<file path="src/rtl/sntg_pkg.sv">
// sntg_pkg: shared types and constants of the sine table note tone generator
// holds the sine table, the register index codes and the fixed field widths
// no dependencies
`default_nettype none

package sntg_pkg;

  // fixed field widths
  localparam int unsigned CLOCK_W = 27;
  localparam int unsigned TPM_W   = 17;
  localparam int unsigned GAP_W   = 8;
  localparam int unsigned TONE_W  = 16;
  localparam int unsigned DUR_W   = 16;
  localparam int unsigned DUTY_W  = 8;
  localparam int unsigned PER_W   = 23;
  localparam int unsigned WORK_W  = 32;
  localparam int unsigned CFG_IDX_W = 2;

  // configuration register indexes
  localparam logic [CFG_IDX_W-1:0] CFG_CLOCK_HZ     = 2'd0;
  localparam logic [CFG_IDX_W-1:0] CFG_TICKS_PER_MS = 2'd1;
  localparam logic [CFG_IDX_W-1:0] CFG_GAP_MS       = 2'd2;

  // register values after reset
  localparam logic [CLOCK_W-1:0] CLOCK_HZ_RST     = 27'd16000000;
  localparam logic [TPM_W-1:0]   TICKS_PER_MS_RST = 17'd16000;
  localparam logic [GAP_W-1:0]   GAP_MS_RST       = 8'd31;

  // offset added to every sine sample
  localparam logic [DUTY_W-1:0] DUTY_OFFSET = 8'h70;
  // milliseconds per second, divisor of the period count
  localparam int unsigned MS_PER_S = 1000;

  // base sine table, 32 entries per period
  localparam int unsigned SINE_ENTRIES = 32;
  localparam logic [DUTY_W-1:0] SINE_TAB [SINE_ENTRIES] = '{
    8'h10, 8'h13, 8'h16, 8'h19, 8'h1b, 8'h1d, 8'h1f, 8'h20,
    8'h20, 8'h20, 8'h1f, 8'h1d, 8'h1b, 8'h19, 8'h16, 8'h13,
    8'h10, 8'h0d, 8'h0a, 8'h07, 8'h05, 8'h03, 8'h01, 8'h00,
    8'h00, 8'h00, 8'h01, 8'h03, 8'h05, 8'h07, 8'h0a, 8'h0d
  };

endpackage

`default_nettype wire

</file>
<file path="src/rtl/sine_table_note_tone_generator.sv">
// sine_table_note_tone_generator: sine tone player on an 8-bit pwm pin
// uses sntg_pkg for the sine table, register codes and field widths
// bit-serial multiplier and one shared bit-a-cycle restoring divider inside
`default_nettype none

// Each input transaction is either one clock tick (mode 0) or a start-note
// command (mode 1), and each gives exactly one output transaction that shows
// the state after it. A tick, a rejected start (one that arrives while a
// note, rest or gap is still playing) and a rest start (tone 0) load their
// result in the cycle they are taken. For a note start, after the accepting
// cycle the duration*tone product is built one multiplier bit a cycle,
// then one shared restoring divider, one quotient bit a cycle, works out
// the period count (product / 1000) and the sample quotient
// (clock_hz / (tone*TABLE_SIZE)); the input stalls meanwhile.
// The output register lets the next transaction be taken in the cycle the
// previous result leaves. Configuration writes are always taken
// (cfg_ready_o is tied high); an index beyond the register list is ignored.
// TABLE_SIZE sets the samples per sine period (entry index*32/TABLE_SIZE of
// the 32-entry table is used), TIMER_BITS the width of the sample reload,
// which saturates at its largest value.
module sine_table_note_tone_generator #(
  parameter int unsigned TABLE_SIZE = 32,
  parameter int unsigned TIMER_BITS = 22
) (
  input  wire logic                           clk_i,
  input  wire logic                           rst_ni,
  // input channel
  input  wire logic                           in_valid_i,
  output logic                                in_stall_o,
  input  wire logic                           mode_i,
  input  wire logic [sntg_pkg::TONE_W-1:0]    tone_hz_i,
  input  wire logic [sntg_pkg::DUR_W-1:0]     duration_ms_i,
  // output channel
  output logic                                out_valid_o,
  input  wire logic                           out_stall_i,
  output logic                                pwm_out_o,
  output logic [sntg_pkg::DUTY_W-1:0]         duty_o,
  output logic                                busy_res_o,
  output logic                                note_done_o,
  output logic                                start_rejected_o,
  // configuration write channel
  input  wire logic                           cfg_valid_i,
  output logic                                cfg_ready_o,
  input  wire logic [sntg_pkg::CFG_IDX_W-1:0] cfg_index_i,
  input  wire logic [sntg_pkg::CLOCK_W-1:0]   cfg_data_i
);
  import sntg_pkg::*;

  // sine index width and the width of the table step arithmetic
  localparam int unsigned IW  = $clog2(TABLE_SIZE);
  localparam int unsigned AW  = IW + 2;
  // divisor width: holds tone*TABLE_SIZE and the constant 1000
  localparam int unsigned DVW = TONE_W + IW;
  localparam logic [32:0] MAX_RELOAD = (33'd1 << TIMER_BITS) - 33'd1;
  localparam logic [AW-1:0] STEP32  = AW'(SINE_ENTRIES);
  localparam logic [AW-1:0] TS_A    = AW'(TABLE_SIZE);
  localparam logic [AW-1:0] TS2_A   = AW'(2 * TABLE_SIZE);
  localparam logic [IW:0]   TS_I    = (IW + 1)'(TABLE_SIZE);

  // play phase codes
  localparam logic [1:0] PH_IDLE = 2'd0;
  localparam logic [1:0] PH_NOTE = 2'd1;
  localparam logic [1:0] PH_REST = 2'd2;
  localparam logic [1:0] PH_GAP  = 2'd3;

  // sequencer codes
  localparam logic [1:0] ST_RUN  = 2'd0;
  localparam logic [1:0] ST_MUL  = 2'd1;
  localparam logic [1:0] ST_DIVP = 2'd2;
  localparam logic [1:0] ST_DIVQ = 2'd3;

  localparam logic [4:0] MUL_LAST = 5'(DUR_W - 1);
  localparam logic [4:0] DIV_LAST = 5'(WORK_W - 1);

  // configuration registers
  logic [CLOCK_W-1:0] clock_hz_q;
  logic [TPM_W-1:0]   tpm_q;
  logic [GAP_W-1:0]   gap_q;

  // sequencer and play state
  logic [1:0]            ctl_q, ctl_d;
  logic [1:0]            phase_q, phase_d;
  logic [DUTY_W-1:0]     pwm_cnt_q, pwm_cnt_d;
  logic [DUTY_W-1:0]     duty_q, duty_d;
  logic [TIMER_BITS-1:0] reload_q, reload_d;
  logic [TIMER_BITS-1:0] timer_q, timer_d;
  logic [IW-1:0]         idx_q, idx_d;
  logic [IW-1:0]         step_acc_q, step_acc_d;
  logic [4:0]            entry_q, entry_d;
  logic [PER_W-1:0]      periods_q, periods_d;
  logic [DUR_W-1:0]      ms_q, ms_d;
  logic [TPM_W-1:0]      tick_q, tick_d;

  // arithmetic unit
  logic [WORK_W-1:0] work_q, work_d;
  logic [DVW-1:0]    rem_q, rem_d;
  logic [DVW-1:0]    div_q, div_d;
  logic [TONE_W-1:0] tone_q, tone_d;
  logic [DUR_W-1:0]  dur_q, dur_d;
  logic [4:0]        bit_cnt_q, bit_cnt_d;

  // output register
  logic              out_valid_q, out_valid_d;
  logic              pwm_res_q, busy_res_q, done_res_q, rej_res_q;
  logic [DUTY_W-1:0] duty_res_q;

  logic in_acc;
  logic res_load, res_done, res_rej, res_busy;

  // combinational temporaries
  logic [DVW:0]        rem_sh;
  logic                q_bit;
  logic [WORK_W-1:0]   q_m1;
  logic [AW-1:0]       step_sum;
  logic [IW:0]         idx_inc;
  logic [TPM_W:0]      tick_inc;
  logic [PER_W-1:0]    per_dec;

  assign cfg_ready_o = 1'b1;
  assign in_stall_o  = (ctl_q != ST_RUN) || (out_valid_q && out_stall_i);
  assign in_acc      = in_valid_i && !in_stall_o;

  // one restoring divider step
  assign rem_sh = {rem_q, work_q[WORK_W-1]};
  assign q_bit  = (rem_sh >= {1'b0, div_q});

  always_comb begin
    ctl_d       = ctl_q;
    phase_d     = phase_q;
    pwm_cnt_d   = pwm_cnt_q;
    duty_d      = duty_q;
    reload_d    = reload_q;
    timer_d     = timer_q;
    idx_d       = idx_q;
    step_acc_d  = step_acc_q;
    entry_d     = entry_q;
    periods_d   = periods_q;
    ms_d        = ms_q;
    tick_d      = tick_q;
    work_d      = work_q;
    rem_d       = rem_q;
    div_d       = div_q;
    tone_d      = tone_q;
    dur_d       = dur_q;
    bit_cnt_d   = bit_cnt_q;
    res_load    = 1'b0;
    res_done    = 1'b0;
    res_rej     = 1'b0;
    q_m1        = work_q - WORK_W'(1);
    step_sum    = AW'(step_acc_q) + STEP32;
    idx_inc     = {1'b0, idx_q} + (IW + 1)'(1);
    tick_inc    = {1'b0, tick_q} + (TPM_W + 1)'(1);
    per_dec     = periods_q - PER_W'(1);

    case (ctl_q)
      ST_RUN: begin
        if (in_acc) begin
          res_load = 1'b1;
          if (mode_i) begin
            if (phase_q != PH_IDLE) begin
              res_rej = 1'b1;
            end else begin
              pwm_cnt_d  = '0;
              timer_d    = '0;
              idx_d      = '0;
              step_acc_d = '0;
              entry_d    = '0;
              tick_d     = '0;
              if (tone_hz_i == '0) begin
                // rest
                phase_d = PH_REST;
                ms_d    = duration_ms_i;
              end else begin
                // note: result comes after the serial arithmetic
                res_load  = 1'b0;
                ctl_d     = ST_MUL;
                tone_d    = tone_hz_i;
                dur_d     = duration_ms_i;
                work_d    = '0;
                bit_cnt_d = '0;
              end
            end
          end else if (phase_q != PH_IDLE) begin
            pwm_cnt_d = pwm_cnt_q + DUTY_W'(1);
            if (phase_q == PH_NOTE) begin
              if (timer_q >= reload_q) begin
                timer_d = '0;
                duty_d  = SINE_TAB[entry_q] + DUTY_OFFSET;
                // next table entry: index*32/TABLE_SIZE kept incrementally
                if (step_sum >= TS2_A) begin
                  step_acc_d = IW'(step_sum - TS2_A);
                  entry_d    = entry_q + 5'd2;
                end else if (step_sum >= TS_A) begin
                  step_acc_d = IW'(step_sum - TS_A);
                  entry_d    = entry_q + 5'd1;
                end else begin
                  step_acc_d = IW'(step_sum);
                end
                if (idx_inc >= TS_I) begin
                  idx_d      = '0;
                  step_acc_d = '0;
                  entry_d    = '0;
                  periods_d  = per_dec;
                  if (per_dec == '0) begin
                    phase_d = PH_GAP;
                    ms_d    = DUR_W'(gap_q);
                    tick_d  = '0;
                  end
                end else begin
                  idx_d = idx_inc[IW-1:0];
                end
              end else begin
                timer_d = timer_q + TIMER_BITS'(1);
              end
            end else begin
              // rest or gap
              if (ms_q == '0) begin
                phase_d   = PH_IDLE;
                pwm_cnt_d = '0;
                res_done  = 1'b1;
              end else if (tick_inc >= {1'b0, tpm_q}) begin
                tick_d = '0;
                ms_d   = ms_q - DUR_W'(1);
              end else begin
                tick_d = tick_inc[TPM_W-1:0];
              end
            end
          end
        end
      end
      ST_MUL: begin
        // shift-add, duration msb first
        work_d    = {work_q[WORK_W-2:0], 1'b0} +
                    (dur_q[DUR_W-1] ? WORK_W'(tone_q) : '0);
        dur_d     = {dur_q[DUR_W-2:0], 1'b0};
        bit_cnt_d = bit_cnt_q + 5'd1;
        if (bit_cnt_q == MUL_LAST) begin
          ctl_d     = ST_DIVP;
          bit_cnt_d = '0;
          rem_d     = '0;
          div_d     = DVW'(MS_PER_S);
        end
      end
      ST_DIVP, ST_DIVQ: begin
        rem_d     = q_bit ? DVW'(rem_sh - {1'b0, div_q}) : rem_sh[DVW-1:0];
        work_d    = {work_q[WORK_W-2:0], q_bit};
        bit_cnt_d = bit_cnt_q + 5'd1;
        q_m1      = work_d - WORK_W'(1);
        if (bit_cnt_q == DIV_LAST) begin
          bit_cnt_d = '0;
          if (ctl_q == ST_DIVP) begin
            periods_d = work_d[PER_W-1:0];
            ctl_d     = ST_DIVQ;
            rem_d     = '0;
            div_d     = DVW'(tone_q) * DVW'(TABLE_SIZE);
            work_d    = WORK_W'(clock_hz_q);
          end else begin
            ctl_d    = ST_RUN;
            res_load = 1'b1;
            if (work_d == '0) begin
              reload_d = '0;
            end else if ({1'b0, q_m1} > MAX_RELOAD) begin
              reload_d = MAX_RELOAD[TIMER_BITS-1:0];
            end else begin
              reload_d = q_m1[TIMER_BITS-1:0];
            end
            if (periods_q == '0) begin
              phase_d = PH_GAP;
              ms_d    = DUR_W'(gap_q);
              tick_d  = '0;
            end else begin
              phase_d = PH_NOTE;
            end
          end
        end
      end
      default: begin
        ctl_d = ST_RUN;
      end
    endcase
  end

  assign res_busy = (phase_d != PH_IDLE);

  always_comb begin
    out_valid_d = out_valid_q && out_stall_i;
    if (res_load) begin
      out_valid_d = 1'b1;
    end
  end

  // control and play state
  always_ff @(posedge clk_i or negedge rst_ni) begin
    if (!rst_ni) begin
      clock_hz_q  <= CLOCK_HZ_RST;
      tpm_q       <= TICKS_PER_MS_RST;
      gap_q       <= GAP_MS_RST;
      ctl_q       <= ST_RUN;
      phase_q     <= PH_IDLE;
      pwm_cnt_q   <= '0;
      duty_q      <= '0;
      reload_q    <= '0;
      timer_q     <= '0;
      idx_q       <= '0;
      step_acc_q  <= '0;
      entry_q     <= '0;
      periods_q   <= '0;
      ms_q        <= '0;
      tick_q      <= '0;
      bit_cnt_q   <= '0;
      out_valid_q <= 1'b0;
    end else begin
      if (cfg_valid_i && cfg_ready_o) begin
        case (cfg_index_i)
          CFG_CLOCK_HZ:     clock_hz_q <= cfg_data_i;
          CFG_TICKS_PER_MS: tpm_q      <= cfg_data_i[TPM_W-1:0];
          CFG_GAP_MS:       gap_q      <= cfg_data_i[GAP_W-1:0];
          default:          ;
        endcase
      end
      ctl_q       <= ctl_d;
      phase_q     <= phase_d;
      pwm_cnt_q   <= pwm_cnt_d;
      duty_q      <= duty_d;
      reload_q    <= reload_d;
      timer_q     <= timer_d;
      idx_q       <= idx_d;
      step_acc_q  <= step_acc_d;
      entry_q     <= entry_d;
      periods_q   <= periods_d;
      ms_q        <= ms_d;
      tick_q      <= tick_d;
      bit_cnt_q   <= bit_cnt_d;
      out_valid_q <= out_valid_d;
    end
  end

  // arithmetic data path, no reset needed
  always_ff @(posedge clk_i) begin
    work_q <= work_d;
    rem_q  <= rem_d;
    div_q  <= div_d;
    tone_q <= tone_d;
    dur_q  <= dur_d;
  end

  // result register
  always_ff @(posedge clk_i) begin
    if (res_load) begin
      pwm_res_q  <= res_busy && (pwm_cnt_d > duty_d);
      duty_res_q <= duty_d;
      busy_res_q <= res_busy;
      done_res_q <= res_done;
      rej_res_q  <= res_rej;
    end
  end

  assign out_valid_o      = out_valid_q;
  assign pwm_out_o        = pwm_res_q;
  assign duty_o           = duty_res_q;
  assign busy_res_o       = busy_res_q;
  assign note_done_o      = done_res_q;
  assign start_rejected_o = rej_res_q;

  // output register stays empty while the serial arithmetic runs
  a_empty_while_computing: assert property (@(posedge clk_i) disable iff (!rst_ni)
    (ctl_q != ST_RUN) |-> !out_valid_q)
    else $error("result pending during note start arithmetic");

  // the end of the quotient pass delivers the start result
  a_start_result: assert property (@(posedge clk_i) disable iff (!rst_ni)
    (ctl_q == ST_DIVQ && bit_cnt_q == DIV_LAST) |=> out_valid_q)
    else $error("note start gave no result");

  // pwm counter is held at zero while nothing plays
  a_idle_counter: assert property (@(posedge clk_i) disable iff (!rst_ni)
    (phase_q == PH_IDLE) |-> (pwm_cnt_q == '0))
    else $error("pwm counter running while idle");

  // restoring divider keeps its partial remainder below the divisor
  a_rem_bound: assert property (@(posedge clk_i) disable iff (!rst_ni)
    (ctl_q == ST_DIVP || ctl_q == ST_DIVQ) |-> (rem_q < div_q))
    else $error("divider remainder out of range");

endmodule

`default_nettype wire

</file>
<file path="config.mk">
export PLATFORM = sky130hd
export DESIGN_NAME = sine_table_note_tone_generator
export DESIGN_NICKNAME = d
export VERILOG_FILES = /design/src/rtl/sntg_pkg.sv /design/src/rtl/sine_table_note_tone_generator.sv
export SDC_FILE = /design/constraint.sdc
export NUM_CORES = 1
export LEC_CHECK = 0
export BUFFER_PORTS_ARGS = -buffer_cell sky130_fd_sc_hd__buf_2
export CAP_MARGIN = 0
export CORE_ASPECT_RATIO = 0.6
export CORE_MARGIN = 2
export CORE_UTILIZATION = 60
export DETAILED_ROUTE_END_ITERATION = 10
export PLACE_DENSITY = 0.88
export SYNTH_ARGS = -nofsm -noshare
export SYNTH_HDL_FRONTEND = slang
export SYNTH_SLANG_ARGS = --single-unit
</file>
<file path="constraint.sdc">
create_clock -name clk_i -period 7.6 [get_ports clk_i]
set_input_delay 0.76 -clock clk_i [delete_from_list [all_inputs] [get_ports clk_i]]
set_output_delay 0.76 -clock clk_i [all_outputs]
set_load 0.02 [all_outputs]
</file>
-- Yosys cells after proc, flatten, opt, wreduce, memory -nomap -nowiden
Memory sizes are Yosys's and may differ from the RTL's.
Index checks and enable logic that the tools add are counted.
- flip-flop bits (word level): 311
- bits in latches: 0
- RAM bits: 0
- bits in read-only memories: 256
- input bits: 67
- word-level logic and storage cells: 272
- memories kept: 1
- memories (name ; words ; bits a word ; rd ports ; clocked after memory_dff ; write ports ; RTL line ; source):
    (no name shown) ; 32 ; 8 ; 1 ; 0 ; 0 ; sine_table_note_tone_generator.sv:188 ; duty_d = SINE_TAB[entry_q] + DUTY_OFFSET;
- add/sub/neg operators: 16
- multipliers: 0
- divide/modulo/power cells: 0
- order comparisons: 9
- equal/unequal tests: 31
- shift-type cells: 0
- mux-type cells: 141
- bitwise logic cells: 6
- reductions and logical operators: 41
- operator list (cell ; count):
    $mux W16 ; 19
    $mux W17 ; 13
    $mux W32 ; 6
    $mux W23 ; 8
    $mux W22 ; 7
    $mux W21 ; 7
    $mux W5 ; 26
    $mux W8 ; 15
    $pmux W32 S3 ; 1
    $pmux W21 S2 ; 2
    $pmux W16 S2 ; 2
    $logic_not A23 Y1 ; 2
    $pmux W23 S2 ; 1
    $mux W2 ; 20
    $pmux W17 S2 ; 1
    $add A32 B16 Y32 ; 1
    $gt A32 B22 Y1 const B ; 1
    $logic_not A16 Y1 ; 2
    $logic_not A32 Y1 ; 1
    $sub A32 B1 Y32 const B ; 1
    $ne A2 B2 Y1 const B ; 15
    $sub A23 B1 Y23 const B ; 1
    $add A22 B1 Y22 const B ; 1
    $ge A22 B21 Y1 ; 1
    46 further kinds ; 90

-- Depth between registers and ports, before layout
Gate-level depths: netlist of the first run.
- word-level depth: 13
- depth in mapped cells: 20
- depth with buffers taken out: 17

-- Least setup slack after synthesis of the first run
No wires, ideal clock.
- path kind: register -> register
- start: reg rem_q[12]
- end: reg reload_q[20]
- library setup time: 0.126 ns
- data arrival time: 3.871 ns
- required time: 7.474 ns
- setup slack: 3.603 ns
- stages on the path, launching flop included: 19
- clock period less this slack: 3.997 ns
- cells stage by stage: edfxtp_1 -> ha_1 -> a21o_1 -> or4_1 -> a31oi_1 -> o21ai_0 -> and2_1 -> clkbuf_1 -> clkinv_1 -> buf_1 -> ha_1 -> nand2b_1 -> nand2b_1 -> clkbuf_1 -> nor2_1 -> nand2_1 -> nor2_1 -> xor2_1 -> a221o_1
- longest elaborated chain between the ends: 5
- elaborated cells on any way between the ends: 6
- classes of those cells: add/sub: 1; order compare: 2; mux: 2; reduce/logical: 1
- RTL lines (element ; RTL line ; source):
    from (decl) ; sine_table_note_tone_generator.sv:96 ; logic [DVW-1:0] rem_q, rem_d;
    from (signal assigned) ; sine_table_note_tone_generator.sv:341 ; rem_q <= rem_d;
    $ge A22 B21 Y1 (*) ; sine_table_note_tone_generator.sv:125 ; assign q_bit = (rem_sh >= {1'b0, div_q});
    $sub A32 B1 Y32 ; sine_table_note_tone_generator.sv:248 ; q_m1 = work_d - WORK_W'(1);
    $gt A32 B22 Y1 ; sine_table_note_tone_generator.sv:262 ; end else if ({1'b0, q_m1} > MAX_RELOAD) begin
    $mux W22 ; sine_table_note_tone_generator.sv:262 ;
    $mux W22 (*) ; sine_table_note_tone_generator.sv:260 ; if (work_d == '0) begin
    to (signal assigned) ; sine_table_note_tone_generator.sv:325 ; reload_q <= reload_d;
    to (decl) ; sine_table_note_tone_generator.sv:85 ; logic [TIMER_BITS-1:0] reload_q, reload_d;
Mark *: on every way between the ends. The rest lies on a longest branch, timed or not.
A chain may end at the register's enable or synchronous reset.

-- Final worst setup path of the first run
Same ends and word-level chain as after synthesis.

==> flow_metrics.py, run 1 <==
metrics = {
    "sta": {
        "finalMaxSlewViolations": 0,
        "setup-tns-final_ps": 0,
        "layout_skew_ps": 26.4,
        "fin_crit_sh": 0.584,
        "timing.final.setup_violations": 0,
        "timing.final.crit_period_ps": 4440,
        "fmaxAchievable_mhz": 225,
        "timing_hold_violations_final": 0,
        "grt_setup_unrepaired": "no",
        "worst_pin_slew_ps": 1110,
        "worst_hold_slack_ps": 283,
        "worst_slew_margin_rel": 0.259,
    },
    "logic_synthesis": {
        "async_flop_share": 0.623,
        "syn_nets": 2042,
        "synth.largest_area_cell": "dfrtp_1",
        "avg_cell_area_syn_um2": 9.77,
        "synth.lib_cells_used.distinct": 80,
        "synth_area_leaders": "dfrtp_1 23%, edfxtp_1 19%, ha_1 7.4%",
        "syn_inst": 1866,
        "syn_area_um2": 18200,
        "synth.yosys.warnings": 0,
        "synth_top_flop_cell": "dfrtp_1",
        "synth_top_area_share": 0.233,
        "synth_enable_flop_cells": 114,
        "synth-seq-cells": 302,
        "synth_sequential_area_ratio": 0.447,
    },
    "critical_path": {
        "worst-r2r-setup-slack_ps": 3160,
        "cp_max_stage_cell": "and2_1",
        "path_buf_inv": 1,
        "path_class": "register to register",
        "critPathLaunch": "rem_q[12]",
        "r2r_start": "rem_q[12]",
        "crit_path_end_kind": "register",
        "worstPathCellList": "ha_1, a21o_1, or4_1, a31oi_1, o21ai_0, and2_1, clkinv_1, ha_1, nand2b_1, nand2b_1, nor2_1, nand2_1, nor2_1, xor2_1, a221o_1",
        "r2r-end": "reload_q[20]",
        "critPathLaunchType": "register",
        "timing.critical_path.arrival_ps": 4900,
        "crit_path_end": "reload_q[20]",
        "worst_path_largest_cell_delay_ps": 550,
        "delay_heaviest_family_cp": "simple AND/OR/NAND/NOR gates",
        "critical_path_peak_fanout": 25,
        "cp_data_required_time_ps": 8060,
        "cp_num_cells": 15,
        "ff2ff_path_depth": 15,
    },
    "floorplan": {
        "initial_core_utilization": 0.609,
        "boundary_pin_count": 82,
        "placeableCoreArea_um2": 29900,
        "chipHeight_um": 139,
        "dieWidth_um": 229,
        "die_area_um2": 31800,
        "num_rows": 49,
    },
    "pwr": {
        "pwr_density_cell_nw_per_um2": 232,
        "post_layout_total_power_w": 0.00464,
        "clock_power_share": 0.350,
        "p_sw_w": 0.00141,
        "power_frac_comb": 0.214,
        "power_switching_share": 0.304,
        "worst_ir_drop_vdd_mv": 0.213,
        "seqPwrFrac": 0.436,
        "cell_internal_pwr_w": 0.00323,
        "power_leakage_nw": 8.70,
    },
    "placement": {
        "dp_hpwl_um": 34300,
        "io_buffer_count": 80,
        "post-place-cells": 2282,
        "place.gp.congestion": 0.976,
    },
    "global_route": {
        "grt-ovfl-total": 0,
        "grt_pass1_wl_um": 76900,
        "grt_start_max_net_pins": 123,
        "number_of_antenna_violations_at_the_first_check_in_global_routing": 1,
        "first_global_vias": 14200,
        "gr-usage-all-layers": 0.300,
    },
    "layout": {
        "num-nets-final": 2081,
        "post_route_cells_drive_above_1_share": 0.140,
        "area.growth.synth_to_final_pct": 9.77,
        "filler_cell_count": 2304,
        "area_used_by_multi_input_combinational_logic_um2": 9320,
        "finish.cell_count_without_fillers": 2337,
        "register_area_um2": 8150,
    },
    "detailed_routing": {
        "drt_first_pass_iters": 6,
        "post_drt_wl_per_cell_um": 20.7,
        "drt_first_iter_violations": 1648,
        "routed_wirelength_um": 48400,
        "ant_nets": 0,
        "total_number_of_vias": 15000,
        "route.detailed.drc": 0,
        "detail_route.vias_per_cell": 6.44,
    },
    "clocking": {
        "cts_buffers": 29,
        "cts.sinks": 302,
        "tritoncts": "built",
        "cts.path.max_buffers": 3,
        "cts.clk_slew.worst_paths_ps": 60,
        "post-cts-setup-buffers": 0,
        "worstSkewPairLatency_ps": 600,
        "h-tree-depth": 1,
        "cts_hold_buf": 0,
        "cts_resized": 0,
        "clock_tree_root": "clkbuf_16",
    },
    "outcome": {
        "status": "finished clean",
    },
    "worst_hold_path": {
        "hp-class": "input pin to async pin",
    },
    "flow_run": {
        "drv.max_cap_violation_count": 0,
    },
}
through the flow:
| step | cell area, um^2 | setup slack, ps | utilization |
|---|---|---|---|
| 2_1_floorplan | 18200 | 3600 | - |
| 3_3_place_gp | 19000 | 3370 | 0.634 |
| 3_5_place_dp | 19000 | 3230 | 0.634 |
| 4_1_cts | 20000 | 3200 | 0.669 |
| 5_1_grt | 20000 | 2820 | 0.669 |
| 6_report | 20000 | 3160 | 0.669 |
cells in the mapped netlist, types with 6 or more instances:
cell type,instances
o21ai_1,11
or3_1,9
a21o_1,21
clkbuf_1,75
o22ai_1,16
xor2_1,47
a32oi_1,6
edfxtp_1,114
nand4_1,26
o41ai_1,15
and3_1,35
or2_2,7
nand2b_1,25
ha_1,108
buf_1,10
and2_1,41
nand3b_1,6
nor3_1,28
nand2_1,136
a21oi_1,118
nor2_1,153
nor2b_1,22
mux2_2,76
nor4_1,31
o21a_1,9
a31oi_1,27
inv_1,107
o31ai_1,10
xnor2_1,46
a221oi_1,7
dfrtp_1,170
nand3_1,55
dfstp_2,18
a22oi_1,21
a211oi_1,16
a221o_1,22
mux2i_1,16
o21ai_0,104
worst min path at each step:
stage | depth (start not counted) | end | start
after floorplan | 1 | bit_cnt_q[3] | bit_cnt_q[3]
after global placement | 1 | idx_q[4] | idx_q[4]
after detailed placement | 1 | idx_q[4] | idx_q[4]
after CTS | 1 | tone_q[7] | tone_hz_i[7]
after global routing | 1 | tone_q[7] | tone_hz_i[7]
final | 1 | timer_q[19] | rst_ni
final cells by class:
type                       instances  share of cell area
antenna                            1            0.000125
clock buffer                      40              0.0416
clock inverter                    14              0.0111
inverter                         108              0.0203
multi-input combinational       1363               0.466
sequential                       302               0.407
tap                              408              0.0255
timing repair buffer             101              0.0283
placed cells by master, fill, tap and decap left out, types with 76 or more instances in the layout:
cell type | Yosys | layout
ha_1 | 108 | 108
edfxtp_1 | 114 | 114
o21ai_0 | 104 | 103
inv_1 | 107 | 107
buf_2 | 5 | 79
nand2_1 | 136 | 136
nor2_1 | 153 | 153
mux2_2 | 76 | 76
dfrtp_1 | 170 | 170
a21oi_1 | 118 | 117
power by group through the flow:
| stage | sequential (W) | combinational (W) | clock, W |
|---|---|---|---|
| after global placement | 0.00204 | 0.000930 | 0 |
| after CTS | 0.00201 | 0.000978 | 0.00163 |
| after detailed placement | 0.00204 | 0.000968 | 0 |
| final | 0.00203 | 0.000994 | 0.00162 |
| after floorplan | 0.00197 | 0.000736 | 0 |
| after global routing | 0.00203 | 0.00111 | 0.00170 |
flip-flops by register name (all words and copies together), names as in the netlist, 16 cells and up:
name,cells
work_q,32
clock_hz_q,27
periods_q,23
reload_q,22
timer_q,22
rem_q,21
div_q,17
tick_q,17
tpm_q,17
dur_q,16
ms_q,16
tone_q,16
cell families after synthesis:
logic type | count (synthesis) | share of synthesized area
AND/OR/NAND/NOR | 606 | 0.167
AO/OA/AOI/OAI | 455 | 0.161
adder cells (fa/ha/maj) | 109 | 0.0752
buffers and inverters | 201 | 0.0428
XOR/XNOR | 93 | 0.0447
flip-flops | 302 | 0.447
other | 1 | 0.000206
multiplexers | 99 | 0.0615
metal layers:
metal	up-vias	GRT usage	part of all wire
met2	791	0.445	0.43
met5	-	0	0
met4	0	0.0837	0.028
met1	7245	0.447	0.44
li1	6890	-	-
met3	122	0.0613	0.099
No activity file was read; power rests on OpenSTA's default activity.
==> inputs of run 2 (changes only) <==
--- a/config.mk
+++ b/config.mk
@@ -9,7 +9,7 @@
 export CAP_MARGIN = 0
 export CORE_ASPECT_RATIO = 0.6
 export CORE_MARGIN = 2
-export CORE_UTILIZATION = 60
+export CORE_UTILIZATION = 57
 export DETAILED_ROUTE_END_ITERATION = 10
 export PLACE_DENSITY = 0.88
 export SYNTH_ARGS = -nofsm -noshare
==> constraint.sdc (replaced) <==
create_clock -name clk_i -period 4 [get_ports clk_i]
set_input_delay 0.4 -clock clk_i [delete_from_list [all_inputs] [get_ports clk_i]]
set_output_delay 0.4 -clock clk_i [all_outputs]
set_load 0.02 [all_outputs]
==> flow_metrics.py, run 2 (synthesized netlist as in run 1, its figures left out) <==
metrics = {
    "outcome": {
        "status": "finished clean",
    },
    "floorplan": {
        "placeableCoreArea_um2": 31300,
        "dieWidth_um": 235,
        "die_area_um2": 33500,
        "chipHeight_um": 143,
        "initial_core_utilization": 0.582,
        "boundary_pin_count": 82,
        "num_rows": 50,
    },
    "layout": {
        "num-nets-final": 2138,
        "largest_registers": "work_q x32, clock_hz_q x27, periods_q x23",
        "area.growth.synth_to_final_pct": 12.4,
        "antenna-diode-count": 0,
        "mostFrequentLayoutCell": "dfrtp_1",
        "most-common-layout-cells": "170 x dfrtp_1, 153 x nor2_1, 136 x nand2_1, 117 x a21oi_1, 114 x edfxtp_1",
        "finish.utilization": 0.654,
        "max_flop_register": "work_q",
        "post_route_cells_drive_above_1_share": 0.162,
        "largest_register_ff_count": 32,
    },
    "sta": {
        "timing.final.crit_period_ps": 3800,
        "timing_hold_violations_final": 0,
        "finalMaxSlewViolations": 0,
        "timing.final.setup_violations": 0,
        "fmaxAchievable_mhz": 263,
        "grt_setup_unrepaired": "no",
        "fin_crit_sh": 0.951,
        "worst_slew_margin_rel": 0.277,
        "layout_skew_ps": 19.0,
        "worst_hold_slack_ps": 25.3,
        "worst_slack_ps": 195,
        "worst_pin_slew_ps": 1080,
    },
    "detailed_routing": {
        "met1_length_um": 21000,
        "drt_first_iter_violations": 1823,
        "dr_wl_met2_um": 21300,
        "total_number_of_vias": 15500,
        "routed_wirelength_um": 50600,
        "detail_route.vias_per_cell": 6.45,
        "route.detailed.drc": 0,
        "topRoutingLayerUsed": "met4",
        "drt_first_pass_iters": 8,
        "ant_nets": 0,
        "met3WireLength_um": 6430,
        "post_drt_wl_per_cell_um": 21.1,
    },
    "critical_path": {
        "timing.critical_path.arrival_ps": 4290,
        "worst_path_largest_cell_delay_ps": 500,
        "delay_heaviest_family_cp": "simple AND/OR/NAND/NOR gates",
        "path_buf_inv": 1,
        "critical_path_peak_fanout": 10,
        "worstPathCellList": "nand3_1, nor2_1, nand2_1, nor4_2, nand2_1, xnor2_1, ha_1, nand3_1, nand2b_1, and3_1, a21bo_2, o41ai_2, or3_4, buf_4, mux2i_1",
        "cp_data_required_time_ps": 4490,
        "crit_path_end_kind": "register",
        "critPathLaunchType": "register",
        "cp_max_stage_cell": "nor4_2",
        "path_class": "register to register",
    },
    "worst_hold_path": {
        "hp-class": "input pin to register",
    },
    "clocking": {
        "cts_buffers": 29,
        "worstSkewPairLatency_ps": 580,
        "tritoncts": "built",
        "clock_tree_root": "clkbuf_16",
        "h-tree-depth": 1,
        "cts.clk_slew.worst_paths_ps": 70,
        "cts.sinks": 302,
        "cts.path.max_buffers": 3,
    },
    "flow_run": {
        "drv.max_cap_violation_count": 0,
    },
    "placement": {
        "dp_slack_ps": -56.8,
        "place.gp.congestion": 0.999,
        "dp_hpwl_um": 36600,
        "io_buffer_count": 80,
    },
    "pwr": {
        "power_leakage_nw": 8.95,
        "pwr_density_cell_nw_per_um2": 433,
        "worst_ir_drop_vdd_mv": 0.393,
    },
    "global_route": {
        "grt-ovfl-total": 0,
        "grt_start_max_net_pins": 85,
        "grt_pass1_wl_um": 80500,
        "gr-usage-all-layers": 0.300,
        "first_global_vias": 15100,
        "number_of_antenna_violations_at_the_first_check_in_global_routing": 0,
    },
}
[run 2: area by class of cell]
type                       instances  area [um^2]
sequential                       302         8150
multi-input combinational       1363         9350
clock inverter                    18          241
clock buffer                      36          803
tap                              416          520
inverter                         108          405
fill                            2390        10900
timing repair buffer             158         1020
[run 2: worst paths after layout]
kind	startpoint	depth (start not counted)	slack [ps]	endpoint
min in group asynchronous	rst_ni	2	420	reload_q[19]
min	tone_hz_i[13]	1	30	tone_q[13]
max in group asynchronous	rst_ni	3	2510	gap_q[0]
min reg2reg	idx_q[4]	1	490	idx_q[4]
max	tick_q[2]	15	200	ms_q[0]
max reg2reg	tick_q[2]	15	200	ms_q[0]
[run 2: repair_timing]
item | in CTS | in global routing
hold buffers | 11 | 0
setup endpoints to repair | 9 | 25
gates resized for setup | 1 | 4
hold endpoints to repair | 88 | 0
pin swaps | 0 | 1
buffers inserted | 0 | 1
[run 2: report_power, final]
group | total, W | internal [W] | switching [W] | leakage, nW
sequential | 0.00379 | 0.00357 | 0.000224 | 3.51
clock | 0.00304 | 0.00176 | 0.00128 | 0.499
combinational | 0.00205 | 0.000849 | 0.00120 | 4.95
total | 0.00888 | 0.00618 | 0.00270 | 8.95
[run 2: per-layer routing]
layer  track usage  vias up
li1              -     7020
met1         0.414     7440
met2         0.441      912
met3        0.0983      120
met4         0.113        0
met5             0        -
[run 2: metrics by stage]
step | instances | TNS, ps | power (W) | instance area [um^2]
after floorplan | 1866 | 0 | 0.00515 | 18200
after global placement | 2335 | 0 | 0.00570 | 19300
after detailed placement | 2335 | -83.3 | 0.00581 | 19300
after CTS | 2400 | 0 | 0.00884 | 20500
after global routing | 2401 | 0 | 0.00926 | 20500
final | 2401 | 0 | 0.00888 | 20500
